<file path="src/rtl/dhg_pkg.sv">
package dhg_pkg;

    // Fixed field and counter widths.
    localparam int OP_W    = 2;
    localparam int DEPTH_W = 16;
    localparam int CNT_W   = 20;
    localparam int GRAY_W  = 8;

    // Default number of histogram bins.
    localparam int DEPTH_BINS_DEF = 16384;

    // Opcodes of an input item.
    localparam logic [OP_W-1:0] OP_COUNT  = 2'd0;
    localparam logic [OP_W-1:0] OP_FINISH = 2'd1;
    localparam logic [OP_W-1:0] OP_MAP    = 2'd2;

    // Request to the shift-subtract divider.
    typedef struct packed {
        logic              start;
        logic [CNT_W-1:0]  rem;
        logic [CNT_W-1:0]  divisor;
    } div_req_t;

    // Response from the divider.
    typedef struct packed {
        logic              done;
        logic [GRAY_W-1:0] quot;
    } div_rsp_t;

endpackage

</file>
<file path="src/rtl/dhg_divider.sv">
module dhg_divider (
    input  logic              aclk,
    input  logic              aresetn,
    input  dhg_pkg::div_req_t req,
    output dhg_pkg::div_rsp_t rsp
);

    localparam int STEP_W = $clog2(dhg_pkg::GRAY_W);
    localparam logic [STEP_W-1:0] STEP_LAST = STEP_W'(dhg_pkg::GRAY_W - 1);

    logic [dhg_pkg::CNT_W-1:0]  rem_reg;
    logic [dhg_pkg::CNT_W-1:0]  div_reg;
    logic [dhg_pkg::GRAY_W-1:0] quot_reg;
    logic [STEP_W-1:0]          step_reg;
    logic                       busy_reg;
    logic                       done_reg;

    logic [dhg_pkg::CNT_W:0] dbl;
    logic [dhg_pkg::CNT_W:0] diff;
    logic                    ge;

    // One quotient bit per cycle: the remainder stays below the divisor.
    always_comb begin
        dbl  = {rem_reg, 1'b0};
        ge   = (dbl >= {1'b0, div_reg});
        diff = dbl - {1'b0, div_reg};
    end

    always_ff @(posedge aclk) begin
        if (!aresetn) begin
            busy_reg <= 1'b0;
            done_reg <= 1'b0;
            step_reg <= '0;
        end else begin
            done_reg <= 1'b0;
            if (req.start) begin
                rem_reg  <= req.rem;
                div_reg  <= req.divisor;
                quot_reg <= '0;
                step_reg <= '0;
                busy_reg <= 1'b1;
            end else if (busy_reg) begin
                rem_reg  <= ge ? diff[dhg_pkg::CNT_W-1:0] : dbl[dhg_pkg::CNT_W-1:0];
                quot_reg <= {quot_reg[dhg_pkg::GRAY_W-2:0], ge};
                step_reg <= step_reg + 1'b1;
                if (step_reg == STEP_LAST) begin
                    busy_reg <= 1'b0;
                    done_reg <= 1'b1;
                end
            end
        end
    end

    assign rsp.done = done_reg;
    assign rsp.quot = quot_reg;

endmodule

</file>
<file path="config.mk">
export PLATFORM = sky130hd
export DESIGN_NAME = dhg_divider
export DESIGN_NICKNAME = d
export VERILOG_FILES = /design/src/rtl/dhg_pkg.sv /design/src/rtl/dhg_divider.sv
export SDC_FILE = /design/constraint.sdc
export NUM_CORES = 1
export LEC_CHECK = 0
export ABC_AREA = 1
export BUFFER_PORTS_ARGS = -buffer_cell sky130_fd_sc_hd__buf_2
export CAP_MARGIN = 20
export CORE_AREA = 10 10 111 137
export CTS_CLUSTER_DIAMETER = 200
export DETAILED_ROUTE_END_ITERATION = 6
export DIE_AREA = 0 0 121 147
export SLEW_MARGIN = 15
export SYNTH_ARGS = -nofsm -noshare
export SYNTH_HDL_FRONTEND = slang
export SYNTH_SLANG_ARGS = --single-unit
</file>
<file path="constraint.sdc">
create_clock -name aclk -period 2.97 [get_ports aclk]
set_input_delay 0.1485 -clock aclk [delete_from_list [all_inputs] [get_ports aclk]]
set_output_delay 0.1485 -clock aclk [all_outputs]
set_load 0.01 [all_outputs]
</file>
======== Yosys cells after proc, flatten, opt, wreduce, memory -nomap -nowiden ========
Cells that the tools add are included.
storage, ports and cells
  latch bits .............................. 0
  RAM bits ................................ 0
  memory bits (read-only) ................. 0
  memories kept ........................... 0
  register bits ........................... 53
  input bits .............................. 43
operators by class
  order comparisons ....................... 1
  multiply operators ...................... 0
  reduce and logical (&&, ||, !) cells .... 5
  shift-type cells ........................ 0
  div/mod/pow operators ................... 0
  equal/unequal tests ..................... 1
  add/subtract/negate cells ............... 2
  multiplexer cells ....................... 8
  bitwise logic cells ..................... 2
operator list
  operator             number
  $mux 20              3
  $ge 21x20->1         1
  $sub 20x20->20       1
  $mux 8               1
  $mux 1               4
  $reduce_and 2->1     2
  $add 3x1->3 const B  1
  $eq 3x3->1 const B   1
  $reduce_or 3->1      1
  $not 1->1            2
  $reduce_bool 2->1    1
  $reduce_or 2->1      1

======== Logic depth before layout (Yosys ltp) ========
  depth in word-level cells ............... 4
  gate-level depth with buffers ........... 15

======== Worst setup path after synthesis ========
No wires, ideal clock.
  path kind ............................... reg-to-reg
  start ................................... reg rem_reg[15] (netlist bit)
  end ..................................... reg rem_reg[1] (netlist bit), data pin
  library setup time ...................... 254 ps
  data arrival time ....................... 1,713 ps
  cell stages (with the launch flop) ...... 13
  setup slack ............................. 1,003 ps
  period minus slack after synthesis ...... 1,967 ps
  data required time ...................... 2,716 ps
  cell sequence ........................... edfxtp_1 > ha_1 > nand2_1 > inv_1 > nand2_1 > nand3_1 > nand2_1 > nand2_1 > nor2_2 > buf_2 > nand3_1 > nand3_1 > nand2_1
between the ends
  cells in the longest elaborated chain, start to end .. 4
RTL lines
  item                    line               RTL
  start, declared         dhg_divider.sv:11  logic [dhg_pkg::CNT_W-1:0] rem_reg;
  start signal, assigned  dhg_divider.sv:37  rem_reg <= req.rem;
  start signal, assigned  dhg_divider.sv:43  rem_reg <= ge ? diff[dhg_pkg::CNT_W-1:0] : dbl[dhg_pkg::CNT_W-1:0];
  $ge 21x20->1            dhg_divider.sv:25  ge = (dbl >= {1'b0, div_reg});
  $mux 20                 dhg_divider.sv:43
  $mux 20                 dhg_divider.sv:42  end else if (busy_reg) begin
  $mux 20                 dhg_divider.sv:36  if (req.start) begin
No other way between the ends. The select of a mux whose other input is x is not followed.
A chain may end at the register's enable or synchronous reset.

======== Final worst setup path ========
  start ................................... reg rem_reg[6] (netlist bit)
  end ..................................... reg rem_reg[14] (netlist bit), data pin
between the ends
  cells in the longest elaborated chain, start to end .. 4
  elaborated cells on any way between the ends .. 5
RTL lines
  item                                                   line
  $sub 20x20->20 / $ge 21x20->1 (equally long branches)  dhg_divider.sv:26, dhg_divider.sv:25
  $mux 20 *                                              dhg_divider.sv:43
  $mux 20 *                                              dhg_divider.sv:42
  $mux 20 *                                              dhg_divider.sv:36
Mark *: on every way between the ends. The rest lies on a longest branch, timed or not. The select of a mux whose other input is x is not followed.

==> out/qor.csv <==
metric,value,unit
status,finished clean,
Total GRT Usage,0.111,
CP Max Fanout,20,
setup_tns,0,ns
Worst R2R End,rem_reg[14],
Min-Delay Endpoint,div_reg[17],
dpl cell area,4130,sq um
CTS tree,done,
CP endpoint kind,register,
Max-Cap Viols,0,
clk slew on worst S/H paths,0.07,ns
WS Path Type,register to register,
Fillers,1322,
clock period minus worst slack,2.41,ns
Max Root-Sink Buffers,2,
Syn Std Cell Area,3690,sq um
Antenna Diode Count,0,
layer carrying the most global-route usage,met2,
R2R Path Start,rem_reg[6],
Crit-path slowest cell,edfxtp_1,
Post-CTS Setup Bufs,0,
post-synth cell types,32,
IO Count,52,
worst hold stages,1,
Yosys Warn Count,0,
Setup crit start kind,register,
cts bufs inserted,5,
drt drc,0,
first drt pass iteration count,4,
vias per cell,4.43,
leak pwr,2.21,nW
share of cells above drive strength 1,0.149,
worst min path class,input port to register,
IO Port Bufs,51,
first-pass GRT wire length,15800,microns
grt met1 use,0.129,
maximum vdd drop,0.000282,V
final hold vios,0,
Clock Sinks,53,
vias in the first global route,3210,
met2 GRT Util,0.193,
post-CTS sizing,0,
CTS Root Cell,clkbuf_16,
Clock Skew,0.00727,ns
Avg WL per Cell,13.6,microns
Initial Util,0.292,
max incr delay on CP,0.43,ns
M3 GR Usage,0.0153,
antenna violations before repair,0,
Setup crit start,rem_reg[6],
R2R cell count,13,
Worst R2R Setup Slack,0.56,ns
die area,17800,sq um
min-delay src,req[17],
# rows,46,
Synth Instances,491,
Final nets,609,
1st-iter DRT viols,138,
area of the core,12600,sq um
remaining global-route overflow,0,
RSZ-0062 raised after global routing,false,
maximum clock rate,416,MHz
P per Cell Area,554,nW/um^2
#FFs+latches synth,53,
Final Cycle Share,0.810,
hold buffers post-CTS,0,
final slew viol count,0,
critical path required time,3.02,ns
ANT nets after route,0,
slew of the pin with the lowest slew margin,0.817,ns
dpl hpwl,7690,microns
area delta synth->final,16.5,%
register area share after synthesis,0.418,
Mean Syn Cell Area,7.51,sq um
Placer Congestion,0.968,
"most used cell, CP",nand2_1,
slew margin rel.,0.455,
CTS H-tree lvls,2,
post-route cell area,4290,sq um
Worst EP arrival,2.46,ns
"critical path, cell by cell",ha_1 -> nand2_2 -> inv_1 -> nand2_1 -> nand2_1 -> a21oi_2 -> nand2_2 -> nand2_4 -> nand2_4 -> nand2_4 -> nand2_1 -> nand2_1 -> nand2_1,
clk_lat worst skew,0.30,ns
die height,147,microns
DR vias,3155,
Syn Nets,557,
Die Wd,121,microns
final WL,9700,microns
largest net degree at the start of global routing,29,
Setup-failing EPs final,0,
per-stage QoR:
step,power (W),worst slack (ns),hold slack (ns),std cells,util
after floorplan,0.00153,1.00,0.247,491,-
after global placement,0.00172,0.575,0.325,704,0.327
after detailed placement,0.00173,0.569,0.327,704,0.327
after CTS,0.00241,0.529,0.0143,712,0.341
after global routing,0.00256,0.346,0.0132,712,0.341
final,0.00238,0.564,0.0212,712,0.341
logic make-up (layout without fill, tap and decap cells):
logic type      count (synthesis)  after routing  share of synthesized area
compound gates                 19             19                     0.0282
xor+xnor                       10             10                     0.0238
fa+ha+maj                      23             23                     0.0801
buf+inv                        94            147                      0.100
flops                          53             53                      0.418
simple gates                  292            292                      0.349
cell type report:
| class | instances | area, sq um | share of cell area |
|---|---|---|---|
| clock buffers | 5 | 125 | 0.0291 |
| repair buffers | 55 | 285 | 0.0665 |
| clock inverters | 3 | 41.3 | 0.00962 |
| well taps | 168 | 210 | 0.0490 |
| multi-input cells | 344 | 1770 | 0.413 |
| inverters | 84 | 315 | 0.0734 |
| flip-flops and latches | 53 | 1540 | 0.359 |
worst max-delay path: cells and delay by family, from the launching register on:
kind | cells | cell delay [ns]
adders and majority gates | 1 | 0.40
and+or+nand+nor | 10 | 1.12
DFF | 1 | 0.43
buffers and inverters | 1 | 0.05
AOI/OAI and AO/OA | 1 | 0.16
cell usage after synthesis (all sizes together):
| master | instances | area share |
|---|---|---|
| edfxtp | 48 | 0.39 |
| ha | 22 | 0.075 |
| clkbuf | 4 | 0.0041 |
| o21bai | 1 | 0.0020 |
| inv | 84 | 0.086 |
| and2 | 1 | 0.0017 |
| fa | 1 | 0.0054 |
| nor3 | 6 | 0.012 |
| a21oi | 13 | 0.019 |
| o21ai | 4 | 0.0054 |
| o21a | 1 | 0.0020 |
| nand4 | 2 | 0.0034 |
| nor2 | 30 | 0.033 |
| nand3b | 20 | 0.041 |
| nand2 | 205 | 0.22 |
| or2 | 1 | 0.0017 |
| nand3 | 27 | 0.038 |
| dfxtp | 5 | 0.027 |
| xnor2 | 7 | 0.017 |
| buf | 6 | 0.011 |
| xor2 | 3 | 0.0071 |
worst max path at each step:
stage / cells after the start / slack (ns) / to
after global placement: 13 / 0.58 / rem_reg[19]
after global routing: 13 / 0.35 / rem_reg[14]
after floorplan: 12 / 1.00 / rem_reg[1]
final: 13 / 0.56 / rem_reg[14]
after detailed placement: 13 / 0.57 / rem_reg[17]
after CTS: 13 / 0.53 / rem_reg[14]
power breakdown:
part	internal (W)	switching, W	leakage [nW]
logic	0.000285	0.000492	1.63
registers	0.000905	0.0000333	0.502
clock network	0.000395	0.000267	0.0775
total	0.00158	0.000792	2.21
cell usage in the layout, fill, tap and decap left out, types with 4 or more instances in the layout:
master / count
dfxtp_1: 5
nand3b_1: 20
nand3_1: 26
xnor2_1: 7
nand2_2: 6
edfxtp_1: 48
buf_2: 51
nand2_1: 196
ha_1: 22
inv_1: 83
nor2_1: 27
clkbuf_16: 5
buf_4: 4
a21oi_1: 12
metal layers:
layer	wire length, microns	up-vias
met2	4860	59
met1	4160	1440
met3	301	17
met5	0	-
li1	-	1639
met4	371	0
Power figures use the tool's default switching activity.
